**src/design/esm_pkg.sv**
```systemverilog
package esm_pkg;

  localparam int DEPTH      = 10;
  localparam int TICK_BITS  = 32;
  localparam int POS_BITS   = $clog2(DEPTH);
  localparam int WIN_BITS   = $clog2(DEPTH + 1);
  localparam int WIDE_BITS  = WIN_BITS + 1;

  localparam int CUTOFF_BITS = 32;
  localparam int STEP_BITS   = 24;
  localparam int SCALE_BITS  = 48;
  localparam int SPEED_BITS  = 32;
  localparam int WINDOW_BITS = 7;
  localparam int INDEX_BITS  = 2;

  localparam int CMP_BITS = (TICK_BITS > CUTOFF_BITS) ? TICK_BITS : CUTOFF_BITS;
  localparam int ACC_BITS = ((TICK_BITS > STEP_BITS) ? TICK_BITS : STEP_BITS) + 1;
  localparam int CNT_BITS = $clog2(SCALE_BITS + 1);

  localparam logic [INDEX_BITS-1:0] REG_CUTOFF = 2'd0;
  localparam logic [INDEX_BITS-1:0] REG_STEP   = 2'd1;
  localparam logic [INDEX_BITS-1:0] REG_SCALE  = 2'd2;

  localparam logic [CUTOFF_BITS-1:0] CUTOFF_RESET = CUTOFF_BITS'(1000000);
  localparam logic [STEP_BITS-1:0]   STEP_RESET   = STEP_BITS'(10000);
  localparam logic [SCALE_BITS-1:0]  SCALE_RESET  = SCALE_BITS'(785398);

  typedef enum logic [2:0] {
    S_IDLE,
    S_EVAL,
    S_SHRINK,
    S_SPAN,
    S_DIV,
    S_FINISH
  } state_t;

  typedef struct packed {
    logic                 wr_en;
    logic [POS_BITS-1:0]  wr_addr;
    logic [TICK_BITS-1:0] wr_data;
    logic [POS_BITS-1:0]  rd_addr;
  } ring_req_t;

  function automatic logic [POS_BITS-1:0] slot_back(logic [POS_BITS-1:0] pos,
                                                    logic [WIN_BITS-1:0] back);
    logic [WIDE_BITS-1:0] p;
    logic [WIDE_BITS-1:0] b;
    logic [WIDE_BITS-1:0] r;
    p = WIDE_BITS'(pos);
    b = WIDE_BITS'(back);
    if (p >= b) begin
      r = p - b;
    end else begin
      r = p + WIDE_BITS'(DEPTH) - b;
    end
    return r[POS_BITS-1:0];
  endfunction

endpackage

```
**src/design/encoder_edge_speed_meter_core.sv**
```systemverilog
// Encoder speed meter: takes one pin sample word per tick and returns one result word for each.
// The edge timestamp ring sits in a small synchronous memory that is read twice per edge.
// A sample without an edge passes through evaluation and finish; a sample with an edge also
// runs the window search, one step a cycle, and then the restoring divider for the speed,
// which is skipped when the span is zero. The finished result waits in an output
// register, so the next sample word is taken while it is still pending.
module encoder_edge_speed_meter_core (
  input  logic                              clk,
  input  logic                              rst,
  input  logic                              in_valid,
  output logic                              in_ready,
  input  logic                              pin_level,
  output logic                              out_valid,
  input  logic                              out_ready,
  output logic [esm_pkg::SPEED_BITS-1:0]    speed_value,
  output logic [esm_pkg::WINDOW_BITS-1:0]   window_used,
  output logic                              edge_seen,
  output logic                              stopped,
  input  logic                              cfg_wr_en,
  input  logic [esm_pkg::INDEX_BITS-1:0]    cfg_index,
  input  logic [esm_pkg::SCALE_BITS-1:0]    cfg_data
);
  import esm_pkg::*;

  state_t state;
  state_t state_next;

  logic [CUTOFF_BITS-1:0] cutoff;
  logic [STEP_BITS-1:0]   step;
  logic [SCALE_BITS-1:0]  scale;

  logic [TICK_BITS-1:0]   tick_count;
  logic                   last_level;
  logic [POS_BITS-1:0]    write_pos;
  logic [SPEED_BITS-1:0]  speed_hold;
  logic [WIN_BITS-1:0]    window_hold;

  logic                   level;
  logic                   is_edge;
  logic                   stop;
  logic [TICK_BITS-1:0]   elapsed;
  logic [ACC_BITS-1:0]    acc;
  logic [WIN_BITS-1:0]    shrink;
  logic [TICK_BITS-1:0]   span;

  ring_req_t              ring_req;
  logic [TICK_BITS-1:0]   rd_data;
  logic                   div_start;
  logic                   div_done;
  logic [SCALE_BITS-1:0]  quotient;

  logic [TICK_BITS-1:0]   elapsed_now;
  logic [TICK_BITS-1:0]   span_now;
  logic [ACC_BITS-1:0]    acc_step;
  logic                   shrink_more;
  logic [WIN_BITS-1:0]    win;
  logic                   out_free;

  esm_ring u_ring (
    .clk     (clk),
    .rst     (rst),
    .req     (ring_req),
    .rd_data (rd_data)
  );

  esm_div u_div (
    .clk      (clk),
    .rst      (rst),
    .start    (div_start),
    .dividend (scale),
    .divisor  (span),
    .done     (div_done),
    .quotient (quotient)
  );

  always_comb begin
    elapsed_now = tick_count - rd_data;
    span_now    = tick_count - rd_data;
    acc_step    = acc + ACC_BITS'((step == '0) ? STEP_BITS'(1) : step);
    shrink_more = (shrink < WIN_BITS'(DEPTH - 1)) && (acc_step <= ACC_BITS'(elapsed));
    win         = WIN_BITS'(DEPTH) - shrink;
    out_free    = !out_valid || out_ready;
  end

  always_comb begin
    state_next = state;
    unique case (state)
      S_IDLE:   if (in_valid) state_next = S_EVAL;
      S_EVAL:   state_next = (level != last_level) ? S_SHRINK : S_FINISH;
      S_SHRINK: if (!shrink_more) state_next = S_SPAN;
      S_SPAN:   state_next = (span_now == '0) ? S_FINISH : S_DIV;
      S_DIV:    if (div_done) state_next = S_FINISH;
      S_FINISH: if (out_free) state_next = S_IDLE;
      default:  state_next = S_IDLE;
    endcase
  end

  always_comb begin
    in_ready          = 1'b0;
    div_start         = 1'b0;
    ring_req.wr_en    = 1'b0;
    ring_req.wr_addr  = write_pos;
    ring_req.wr_data  = tick_count;
    ring_req.rd_addr  = slot_back(write_pos, WIN_BITS'(1));
    unique case (state)
      S_IDLE:   in_ready = !rst;
      S_EVAL:   ;
      S_SHRINK: ring_req.rd_addr = slot_back(write_pos, win);
      S_SPAN:   div_start = (span_now != '0);
      S_DIV:    ;
      S_FINISH: ring_req.wr_en = out_free && is_edge;
      default:  ;
    endcase
  end

  always_ff @(posedge clk) begin
    if (rst) begin
      state <= S_IDLE;
    end else begin
      state <= state_next;
    end
  end

  always_ff @(posedge clk) begin
    if (rst) begin
      cutoff <= CUTOFF_RESET;
      step   <= STEP_RESET;
      scale  <= SCALE_RESET;
    end else if (cfg_wr_en) begin
      case (cfg_index)
        REG_CUTOFF: cutoff <= cfg_data[CUTOFF_BITS-1:0];
        REG_STEP:   step   <= cfg_data[STEP_BITS-1:0];
        REG_SCALE:  scale  <= cfg_data;
        default:    ;
      endcase
    end
  end

  always_ff @(posedge clk) begin
    case (state)
      S_IDLE: begin
        level <= pin_level;
      end
      S_EVAL: begin
        elapsed <= elapsed_now;
        is_edge <= (level != last_level);
        stop    <= (level == last_level) &&
                   (CMP_BITS'(elapsed_now) > CMP_BITS'(cutoff));
        acc     <= '0;
        shrink  <= '0;
      end
      S_SHRINK: begin
        if (shrink_more) begin
          acc    <= acc_step;
          shrink <= shrink + 1'b1;
        end
      end
      S_SPAN: begin
        span <= span_now;
      end
      default: ;
    endcase
  end

  always_ff @(posedge clk) begin
    if (rst) begin
      tick_count  <= '0;
      last_level  <= 1'b0;
      write_pos   <= '0;
      speed_hold  <= '0;
      window_hold <= '0;
    end else begin
      if (state == S_SPAN && span_now == '0) begin
        speed_hold <= '1;
      end
      if (state == S_DIV && div_done) begin
        speed_hold <= (quotient[SCALE_BITS-1:SPEED_BITS] != '0) ? '1 :
                      quotient[SPEED_BITS-1:0];
      end
      if (state == S_FINISH && out_free) begin
        tick_count <= tick_count + 1'b1;
        if (is_edge) begin
          last_level  <= level;
          window_hold <= win;
          write_pos   <= (write_pos == POS_BITS'(DEPTH - 1)) ? '0 : write_pos + 1'b1;
        end else if (stop) begin
          speed_hold <= '0;
        end
      end
    end
  end

  always_ff @(posedge clk) begin
    if (rst) begin
      out_valid <= 1'b0;
    end else if (state == S_FINISH && out_free) begin
      out_valid <= 1'b1;
    end else if (out_ready) begin
      out_valid <= 1'b0;
    end
  end

  always_ff @(posedge clk) begin
    if (state == S_FINISH && out_free) begin
      speed_value <= stop ? '0 : speed_hold;
      window_used <= WINDOW_BITS'(is_edge ? win : window_hold);
      edge_seen   <= is_edge;
      stopped     <= stop;
    end
  end

endmodule

```
**src/design/esm_ring.sv**
```systemverilog
module esm_ring (
  input  logic                            clk,
  input  logic                            rst,
  input  esm_pkg::ring_req_t              req,
  output logic [esm_pkg::TICK_BITS-1:0]   rd_data
);
  import esm_pkg::*;

  logic [TICK_BITS-1:0] mem [DEPTH];
  logic [DEPTH-1:0]     valid;
  logic [TICK_BITS-1:0] rd_word;
  logic                 rd_valid;

  always_ff @(posedge clk) begin
    if (req.wr_en) begin
      mem[req.wr_addr] <= req.wr_data;
    end
    rd_word <= mem[req.rd_addr];
  end

  always_ff @(posedge clk) begin
    if (rst) begin
      valid    <= '0;
      rd_valid <= 1'b0;
    end else begin
      if (req.wr_en) begin
        valid[req.wr_addr] <= 1'b1;
      end
      rd_valid <= valid[req.rd_addr];
    end
  end

  assign rd_data = rd_valid ? rd_word : '0;

endmodule

```
**src/design/esm_div.sv**
```systemverilog
module esm_div (
  input  logic                            clk,
  input  logic                            rst,
  input  logic                            start,
  input  logic [esm_pkg::SCALE_BITS-1:0]  dividend,
  input  logic [esm_pkg::TICK_BITS-1:0]   divisor,
  output logic                            done,
  output logic [esm_pkg::SCALE_BITS-1:0]  quotient
);
  import esm_pkg::*;

  logic                  busy;
  logic [CNT_BITS-1:0]   count;
  logic [TICK_BITS-1:0]  rem;
  logic [SCALE_BITS-1:0] quo;
  logic [TICK_BITS:0]    trial;
  logic [TICK_BITS:0]    diff;
  logic                  fits;

  always_comb begin
    trial = {rem, quo[SCALE_BITS-1]};
    diff  = trial - {1'b0, divisor};
    fits  = trial >= {1'b0, divisor};
  end

  always_ff @(posedge clk) begin
    if (start) begin
      rem <= '0;
      quo <= dividend;
    end else if (busy) begin
      rem <= fits ? diff[TICK_BITS-1:0] : trial[TICK_BITS-1:0];
      quo <= {quo[SCALE_BITS-2:0], fits};
    end
  end

  always_ff @(posedge clk) begin
    if (rst) begin
      busy  <= 1'b0;
      count <= '0;
      done  <= 1'b0;
    end else begin
      done <= 1'b0;
      if (start) begin
        busy  <= 1'b1;
        count <= CNT_BITS'(SCALE_BITS);
      end else if (busy) begin
        count <= count - 1'b1;
        if (count == CNT_BITS'(1)) begin
          busy <= 1'b0;
          done <= 1'b1;
        end
      end
    end
  end

  assign quotient = quo;

endmodule

```
**config.mk**
```make
export PLATFORM = sky130hd
export DESIGN_NAME = encoder_edge_speed_meter_core
export DESIGN_NICKNAME = d
export VERILOG_FILES = /design/src/design/esm_pkg.sv /design/src/design/encoder_edge_speed_meter_core.sv /design/src/design/esm_ring.sv /design/src/design/esm_div.sv
export SDC_FILE = /design/constraint.sdc
export NUM_CORES = 1
export LEC_CHECK = 0
export BUFFER_PORTS_ARGS = -buffer_cell sky130_fd_sc_hd__buf_4
export CAP_MARGIN = 20
export CORE_MARGIN = 3
export CORE_UTILIZATION = 55
export DETAILED_ROUTE_END_ITERATION = 16
export GPL_TIMING_DRIVEN = 0
export PLACE_DENSITY = 0.82
export REMOVE_ABC_BUFFERS = 1
export SYNTH_ARGS = -nofsm -noshare
export SYNTH_HDL_FRONTEND = slang
export SYNTH_SLANG_ARGS = --single-unit
```
**constraint.sdc**
```tcl
create_clock -name clk -period 6.35 [get_ports clk]
set_input_delay 1.905 -clock clk [delete_from_list [all_inputs] [get_ports clk]]
set_output_delay 1.905 -clock clk [all_outputs]
set_load 0.05 [all_outputs]
```
# Word level (Yosys, flattened, before mapping)
# Memories as Yosys holds them, arrays and structs flattened. A register that Yosys moved wholly into a read port is not among the register bits.
# Index checks and enable logic that the tools add are counted.
[totals]
rom_bits = 0
latch_bits = 0
memories = 1
input_bits = 56
output_inout_bits = 43
mem_bits_rw = 320
reg_bits = 425
[classes]
n_eq_ne = 16
muxes = 44
addsub = 13
mul = 0
n_lt_le_gt_ge = 9
n_bitwise = 2
shift = 0
reduce_logical = 27
div_mod_pow = 0
[mem_list]
columns = ["name", "words", "word_bits", "rd", "rd_clocked_by_memory_dff", "wr", "line", "source"]
rows = [
  ["u_ring.mem", 10, 32, 1, 1, 1, "esm_ring.sv:9", "logic [TICK_BITS-1:0] mem [DEPTH];"],
]
[ops]
columns = ["operator", "count"]
rows = [
  ["$mux 32", 8],
  ["$mux 48", 2],
  ["$pmux 33 s2", 1],
  ["$sub 32x32->32", 2],
  ["$add 33x24->33", 1],
  ["$ge 33x32->1", 1],
  ["$le 33x32->1", 1],
  ["$mux 33", 1],
  ["$add 32x1->32 const B", 1],
  ["$gt 32x32->1", 1],
  ["$logic_not 32->1", 1],
  ["$reduce_bool 32->1", 1],
  ["$logic_not 24->1", 1],
  ["$mux 24", 1],
  ["$mux 4", 6],
  ["$pmux 3 s6", 1],
  ["$reduce_bool 16->1", 1],
  ["$mux 3", 5],
  ["$mux 1", 14],
  ["$mux 6", 2],
  ["$lt 4x5->1 const B", 2],
  ["$or 10x10->10", 1],
  ["$reduce_and 2->1", 5],
  ["$add 4x1->4 const B", 2],
  ["other kinds (32)", 49],
]

# Logic depth before layout (Yosys ltp)
# Gate-level depths: netlist (run 1).
[depth]
ltp_word = 9
depth_mapped = 26
depth_no_buf = 26

# By module
# From an unflattened synthesis (run 1), not the netlist that was laid out.
[unflattened]
cells_unflattened = 3047
hier_area_um2 = 36177.2
[by_module_without_submodules]
columns = ["mod", "n_inst", "cells_per_inst", "area_each_um2", "seq_area_each_um2"]
rows = [
  ["encoder_edge_speed_meter_core", 1, 1793, 17046.3, 7887.6],
  ["esm_ring", 1, 678, 13539.2, 10470.0],
  ["esm_div", 1, 576, 5591.6, 2242.2],
]

# Least setup slack after synthesis (run 1)
# Ideal clock, no wire load.
[synth_timing]
path_kind = "input port to flip-flop"
start = "input port out_ready"
end = "memory u_ring.mem[9][0] (enable)"
setup_ps = 422
required_time_ps = 5928
arrival_time_ps = 5833
setup_slack_ps = 95
path_stages = 5
path_buffers = 1
path_cell_list = "nor2b_1 > nor2_1 > nand2_1 > clkbuf_1 > nor2_1"
[synth_via]
elab_chain_len = 5
[synth_lines]
columns = ["element", "line", "source"]
rows = [
  ["start: declaration", "encoder_edge_speed_meter_core.sv:14", "input logic out_ready,"],
  ["$logic_or 1x1->1", "encoder_edge_speed_meter_core.sv:82", "out_free = !out_valid || out_ready;"],
  ["$logic_and 1x1->1", "encoder_edge_speed_meter_core.sv:111", "S_FINISH: ring_req.wr_en = out_free && is_edge;"],
  ["$mux 1", "encoder_edge_speed_meter_core.sv:105", "unique case (state)"],
  ["$mux 1", "esm_ring.sv:15", "if (req.wr_en) begin"],
  ["$mux 1 (not written as such)", "esm_ring.sv:16", "mem[req.wr_addr] <= req.wr_data;"],
  ["end: declaration", "esm_ring.sv:9", ""],
]
# No other way between the ends.

# Worst setup path after layout (run 1)
[layout_timing]
start = "register step[2]"
end = "register acc[22] (enable)"
[layout_via]
elab_chain_len = 7
[layout_lines]
columns = ["element", "line", "source"]
rows = [
  ["start: declaration", "encoder_edge_speed_meter_core.sv:29", "logic [STEP_BITS-1:0] step;"],
  ["start signal: assignment", "encoder_edge_speed_meter_core.sv:132", "REG_STEP: step <= cfg_data[STEP_BITS-1:0];"],
  ["$logic_not 24->1", "encoder_edge_speed_meter_core.sv:79", "acc_step = acc + ACC_BITS'((step == '0) ? STEP_BITS'(1) : step);"],
  ["$mux 24 (*)", "encoder_edge_speed_meter_core.sv:79", ""],
  ["$add 33x24->33 (*)", "encoder_edge_speed_meter_core.sv:79", ""],
  ["via acc_step[28]", "encoder_edge_speed_meter_core.sv:54", "logic [ACC_BITS-1:0] acc_step;"],
  ["$le 33x32->1 (*)", "encoder_edge_speed_meter_core.sv:80", "shrink_more = (shrink < WIN_BITS'(DEPTH - 1)) && (acc_step <= ACC_BITS'(elapsed));"],
  ["$logic_and 1x1->1 (*)", "encoder_edge_speed_meter_core.sv:80", ""],
  ["$ne 2x2->1 (no source line) (*)", "n/a", ""],
  ["$reduce_and 2->1 (no source line) (*)", "n/a", ""],
  ["end signal: assignment", "encoder_edge_speed_meter_core.sv:154", "acc <= acc_step;"],
  ["end: declaration", "encoder_edge_speed_meter_core.sv:42", "logic [ACC_BITS-1:0] acc;"],
]
# Mark *: on every way through the listed nets, which the timed path passes. The rest lies on a longest branch.
# A chain may end at the register's enable or synchronous reset.

==> impl_results.md, run 1 <==
* Status: complete, no violations
* H-tree Lvls at 3
* Largest net degree at the start of global routing at slightly above 100
* TritonCTS clock tree: yes
* CTS hold repair buffers at 0
* GR met1 Demand/Resource at approximately 33%
* GRT Overall Usage at 25.4%
* Actual transition at the worst max-transition pin at 1.13 ns
* Setup crit start kind: flip-flop
* Wire per inst at between 20 and 25 um
* Vias per cell at between 6 and 7
* CP arrival at approximately 6.3 ns
* Initial antenna violation count at 0
* Synthesis Warnings at 0
* Asr flop ratio synth at 0%
* GRT overflow at 0
* Design area at about 42000 um2
* Average cell area after synthesis at ~11 um2
* Slew Limit Headroom at ~24%
* Clock latency on the worst-skew pair at between 0.6 and 0.7 ns
* Nets at roughly 3700
* Met2 usage at between 40% and 50%
* Area growth, synth to finish at 13.4%
* Leakage power total at 0.0161 uW
* PortBufs at 95
* Pre-CTS setup slack at -1.33 ns
* Min Clock Period, post-route at about 6.0 ns
* Vias in the first global route at 25967
* DPL Wire Length at approximately 59000 um
* Crit Path Category: flip-flop to flip-flop
* Leading area contributor after synthesis: edfxtp_1
* Fin Clk Skew at 0.0430 ns
* Post-route setup slack at between 0.3 and 0.4 ns
* CP max stage cell: dfxtp_1
* Post-synth EDFFs at 510
* Met3 Usage GRT at 3.73%
* Worst r2r path cells at 26
* Hold Crit Class: flip-flop to flip-flop
* CTS Sinks at roughly 770
* Fill count at ~4700
* Most Used Layer, Global Route: met2
* Mapped Area at approximately 37000 um2
* Hold Path Depth at 2
* CP Capture Type: flip-flop
* CTS Buffer Depth at 3
* Drt drc at 0
* Synthesis-stage register bit count at approximately 770
* VDD IR max at approximately 0.37 mV
* Drt pass-1 iters at 7
* Reg clk slew, reported paths at 0.06 ns
* DRT Wirelength at ~91000 um
* Root Buffer: clkbuf_16
* GPL Wtd Cong at 0.908
* Number of distinct library cells after synthesis at 90
* Period Utilization, post-route at a little over nine tenths
* Horiz. Die Dim at about 260 um
* Cells after Synth at 3396
* CP peak stage delay at around 0.37 ns
* Number of max-cap violations at 0
* Worst EP required at between 6 and 7 ns
* Antenna cell count at 0
* Pwr Total at between 15000 and 20000 uW
* Die area at 69600 um2
* Synth top area share at about two fifths
* Pwr Density at between 400 and 500 nW/um2
* Boundary Pins at 99
* Max Slew Vio Count at 0
* Layout cell share with drive strength beyond 1 at between 10% and 20%
* Setup Viol. Count Final at 0
* Vias at between 20000 and 30000
* FMAX at about 170 MHz
* CTS buffer count at 79
* Initial Util at between 50% and 60%
* Die H at about 260 um
* Initial DRC count at 2844
* Final hold violations at 0
* Core area at 65200 um2
* # rows at between 90 and 100
* Synth area leaders: edfxtp_1 42%, dfxtp_1 14%, nand2_1 6.0%
* Remaining antenna violation count after routing at 0
* DP Area at roughly 39000 um2
* Maximum fanout along the worst path at 19
* Ys flop type: edfxtp_1
* Sequential area share after synthesis at roughly 56%
* First-pass GRT wire length at roughly 140000 um
[per-layer routing]
metal  up-vias  part of all wire, %
met5         -                    0
li1      12307                    -
met4         0                  4.7
met2      1204                   48
met1     12889                   40
met3       265                  7.8
[worst paths after layout]
| kind | end | startpoint | slack, ns |
|---|---|---|---|
| worst max-delay path | acc[22]$_SDFFCE_PN0P_ | step[2]$_SDFFE_PP0P_ | 0.33 |
| worst min-delay path | scale[22]$_SDFFE_PP0P_ | scale[22]$_SDFFE_PP0P_ | 0.46 |
| worst max register to register | acc[22]$_SDFFCE_PN0P_ | step[2]$_SDFFE_PP0P_ | 0.33 |
| worst min register to register | scale[22]$_SDFFE_PP0P_ | scale[22]$_SDFFE_PP0P_ | 0.46 |
[Yosys cell counts, types with 69 or more instances]
cell type / n
o21ai_0: 69
clkbuf_1: 166
nand2_1: 589
ha_1: 172
nand3_1: 112
nor2_1: 179
inv_1: 137
and2_1: 88
a211oi_1: 72
dfxtp_1: 264
edfxtp_1: 510
a21oi_1: 221
[cell type report]
cell class	instances	area [um2]	share of cell area, %
sequential	774	20600	49.6
multi-input combinational	2297	14900	35.9
clock buffer	111	2250	5.42
timing repair buffer	151	1790	4.32
tap	855	1070	2.58
inverter	137	514	1.24
clock inverter	35	387	0.932
[kinds of logic after synthesis]
group / after synthesis / synth area share (%)
buffers and inverters: 328 / 3.66
adder cells (fa/ha/maj): 177 / 6.16
XOR/XNOR: 122 / 2.92
AO/OA/AOI/OAI: 660 / 12.2
multiplexers: 76 / 2.73
flip-flops: 774 / 56.3
other: 1 / 0.0103
AND/OR/NAND/NOR: 1258 / 16.0
[where the power goes]
part	internal (uW)	switching (uW)
registers	6080	346
clock network	2670	2000
logic	2420	3680
total	11200	6020
[timing repair]
item | in CTS | in global routing
buffers inserted | 5 | 4
setup endpoints to repair | 39 | 62
pin swaps | 1 | 13
gates cloned | 1 | 0
gates resized for setup | 10 | 9
[cells in the final DEF, fill, tap and decap left out, types with 19 or more instances in the layout]
cell	instances
clkbuf_1	19
xnor2_1	64
nor2b_1	50
and2_1	79
xor2_1	57
a211oi_1	71
nor2_1	175
buf_12	25
a21oi_1	215
nand4_1	29
dfxtp_1	263
buf_4	102
o221a_2	32
ha_1	171
edfxtp_1	510
and3_1	56
inv_1	137
mux2i_1	25
mux2_4	46
nor4_1	19
a311oi_1	39
nand3b_1	26
nand3_1	112
clkbuf_16	81
nor3_1	41
o21ai_0	68
a21o_1	59
nand2_1	588
a31oi_1	50
[sequential cells by signal, summed over array words and instances (netlist names), 3 cells and up]
signal	flops
state	3
speed_value	32
u_ring.mem	320
write_pos	4
acc	33
span	32
u_div.rem	32
shrink	4
u_ring.valid	10
window_hold	4
step	24
elapsed	32
u_div.count	6
cutoff	32
scale	48
u_div.quotient	48
window_used	4
u_ring.rd_word	32
speed_hold	32
tick_count	32
[worst max-delay path: cells and delay by family, from the launching register on]
kind	cells	cell delay [ns]
flip-flops	1	0.37
AO/OA/AOI/OAI	9	1.69
AND/OR/NAND/NOR	11	2.35
XOR/XNOR	1	0.17
adder cells (fa/ha/maj)	3	0.85
buffers and inverters	2	0.23
[per-stage QoR]
step / hold slack [ns] / instances / util (%) / setup TNS [ns]
after floorplan: 0.428 / 3207 / - / -21.44
after global placement: 0.441 / 4157 / 57.6 / -1350.63
after detailed placement: 0.447 / 4204 / 59.3 / -50.18
after CTS: 0.456 / 4356 / 63.6 / 0
after global routing: 0.471 / 4360 / 63.7 / -0.327
final: 0.456 / 4360 / 63.7 / 0
Power figures use the tool's default switching activity.
==> run 2: changes to the inputs <==
--- a/config.mk
+++ b/config.mk
@@ -8,10 +8,10 @@
 export BUFFER_PORTS_ARGS = -buffer_cell sky130_fd_sc_hd__buf_4
 export CAP_MARGIN = 20
 export CORE_MARGIN = 3
-export CORE_UTILIZATION = 55
+export CORE_UTILIZATION = 57
 export DETAILED_ROUTE_END_ITERATION = 16
 export GPL_TIMING_DRIVEN = 0
-export PLACE_DENSITY = 0.82
+export PLACE_DENSITY = 0.85
 export REMOVE_ABC_BUFFERS = 1
 export SYNTH_ARGS = -nofsm -noshare
 export SYNTH_HDL_FRONTEND = slang
==> impl_results.md, run 2 (synthesized netlist as in run 1, its figures left out) <==
* Vias at about 27000
* Clock share of power at 27.8%
* Setup crit start kind: flip-flop
* Largest net degree at the start of global routing at roughly 130
* PortBufs at 95
* Core area at between 60000 and 70000 um2
* Design area at roughly 42000 um2
* VDD IR max at 0.298 mV
* Nets at about 3700
* CP arrival at approximately 6.4 ns
* Drt pass-1 iters at 6
* Hold Path Depth at 2
* Post-Layout Cell Count at between 4000 and 5000
* CTS hold repair buffers at 0
* Max Slew Vio Count at 0
* Switching pwr at between 6000 and 7000 uW
* Vias in the first global route at ~27000
* Hold Crit Class: flip-flop to flip-flop
* Remaining antenna violation count after routing at 0
* CP Capture Type: flip-flop
* GRT Overall Usage at 27.6%
* Horiz. Die Dim at ~260 um
* # rows at between 90 and 100
* Die area at a little under 70000 um2
* Vias per cell at ~6.2
* First-pass GRT wire length at approximately 150000 um
* Period Utilization, post-route at roughly 96%
* Most flop-heavy register: u_ring.mem
* Antenna cell count at 0
* Crit Path Category: flip-flop to flip-flop
* Area of the multi-input gates at between 10000 and 15000 um2
* Reg clk slew, reported paths at around 0.060 ns
* DRT Wirelength at roughly 94000 um
* DP Area at about 39000 um2
* Setup Viol. Count Final at 0
* Sequential Area at a little over 20000 um2
* Internal at around 11000 uW
* Clock latency on the worst-skew pair at roughly 0.64 ns
* Initial DRC count at between 2000 and 3000
* H-tree Lvls at 3
* Boundary Pins at between 90 and 100
* CTS buffer count at 77
* Drt drc at 0
* TritonCTS clock tree: yes
* Layout cell share with drive strength beyond 1 at between 10% and 20%
* GRT overflow at 0
* CP peak stage delay at between 0.4 and 0.5 ns
* Worst r2r path cells at 26
* Final hold violations at 0
* CP max stage cell: fa_1
* Min Clock Period, post-route at ~6.1 ns
* Commonest non-fill, non-tap cell in the layout: nand2_1
* Total negative slack at 0 ns
* Pwr Total at about 17000 uW
* Initial Util at 57.8%
* CTS Sinks at 774
* Combinational share of power at 35.0%
* Fin Clk Skew at about 0.025 ns
* Status: complete, no violations
* Actual transition at the worst max-transition pin at about 1.1 ns
* Area growth, synth to finish at 13.7%
* Fill count at 4394
* DPL Wire Length at 59400 um
* Maximum fanout along the worst path at 19
* Pwr Density at around 420 nW/um2
* Most frequent cells in the layout: 588 x nand2_1, 510 x edfxtp_1, 263 x dfxtp_1
* FMAX at about 160 MHz
* Hold WS at 0.454 ns
* Leakage power total at between 0.015 and 0.02 uW
* Die H at around 260 um
* Number of max-cap violations at 0
* Placed cell count at about 4200
* CTS Buffer Depth at 3
* Wire per inst at approximately 22 um
* Root Buffer: clkbuf_16
* Slew Limit Headroom at roughly a quarter
* Sw Share at 34.8%
* Sequential Power Share at a little under two fifths
* Worst EP required at roughly 6.7 ns
* GPL Wtd Cong at a little under 0.9
* Number of flip-flops in the largest register at 320
* Initial antenna violation count at 0
-- run 2: per-stage QoR --
| step | setup WS, ns | utilization (%) |
|---|---|---|
| 5_1_grt | -0.0247 | 65.7 |
| 4_1_cts | 0.0339 | 65.5 |
| 6_report | 0.242 | 65.7 |
| 3_3_place_gp | -4.55 | 59.3 |
| 2_1_floorplan | -0.283 | - |
| 3_5_place_dp | -1.31 | 61.0 |
-- run 2: routing by layer --
layer	vias up	part of all wire, %	track usage [%]
met2	1284	49	47.1
met3	302	7.7	4.40
met5	-	0	0
li1	12316	-	-
met4	0	4.9	12.9
met1	13130	38	34.5
-- run 2: final timing paths --
check	from	endpoint	slack [ns]
worst max-delay path	step[17]$_SDFFE_PP0P_	acc[20]$_SDFFCE_PN0P_	0.24
worst min-delay path	cutoff[30]$_SDFFE_PP0P_	cutoff[30]$_SDFFE_PP0P_	0.45
worst max register to register	step[17]$_SDFFE_PP0P_	acc[20]$_SDFFCE_PN0P_	0.24
worst min register to register	cutoff[30]$_SDFFE_PP0P_	cutoff[30]$_SDFFE_PP0P_	0.45
-- run 2: final cells by class --
cell class | count | share of cell area (%)
sequential | 774 | 49.5
tap | 846 | 2.55
timing repair buffer | 149 | 4.26
clock inverter | 31 | 0.996
inverter | 137 | 1.24
multi-input combinational | 2297 | 35.9
clock buffer | 112 | 5.52
-- run 2: power groups by stage --
stage	combinational [uW]	clock (uW)	sequential, uW
finish	6060	4810	6440
global route	6630	5040	6480
CTS	5930	4840	6420
detailed placement	5730	0	6520
global placement	5460	0	6550
floorplan	4080	0	6460
-- run 2: critical path, delay by kind of cell, from the launching register on --
family | cells | cell delay (ns)
xor gates and xnor gates | 1 | 0.16
buffers and inverters | 2 | 0.22
adders and majority gates | 3 | 0.92
and+or+nand+nor | 11 | 2.39
AOI/OAI and AO/OA | 9 | 1.76
DFF | 1 | 0.37
-- run 2: what timing repair did --
item,in CTS,in global routing
setup buffers,4,3
resized for setup,12,14
gates cloned,1,0
endpoints found under the setup margin,39,39
pin swaps,3,13
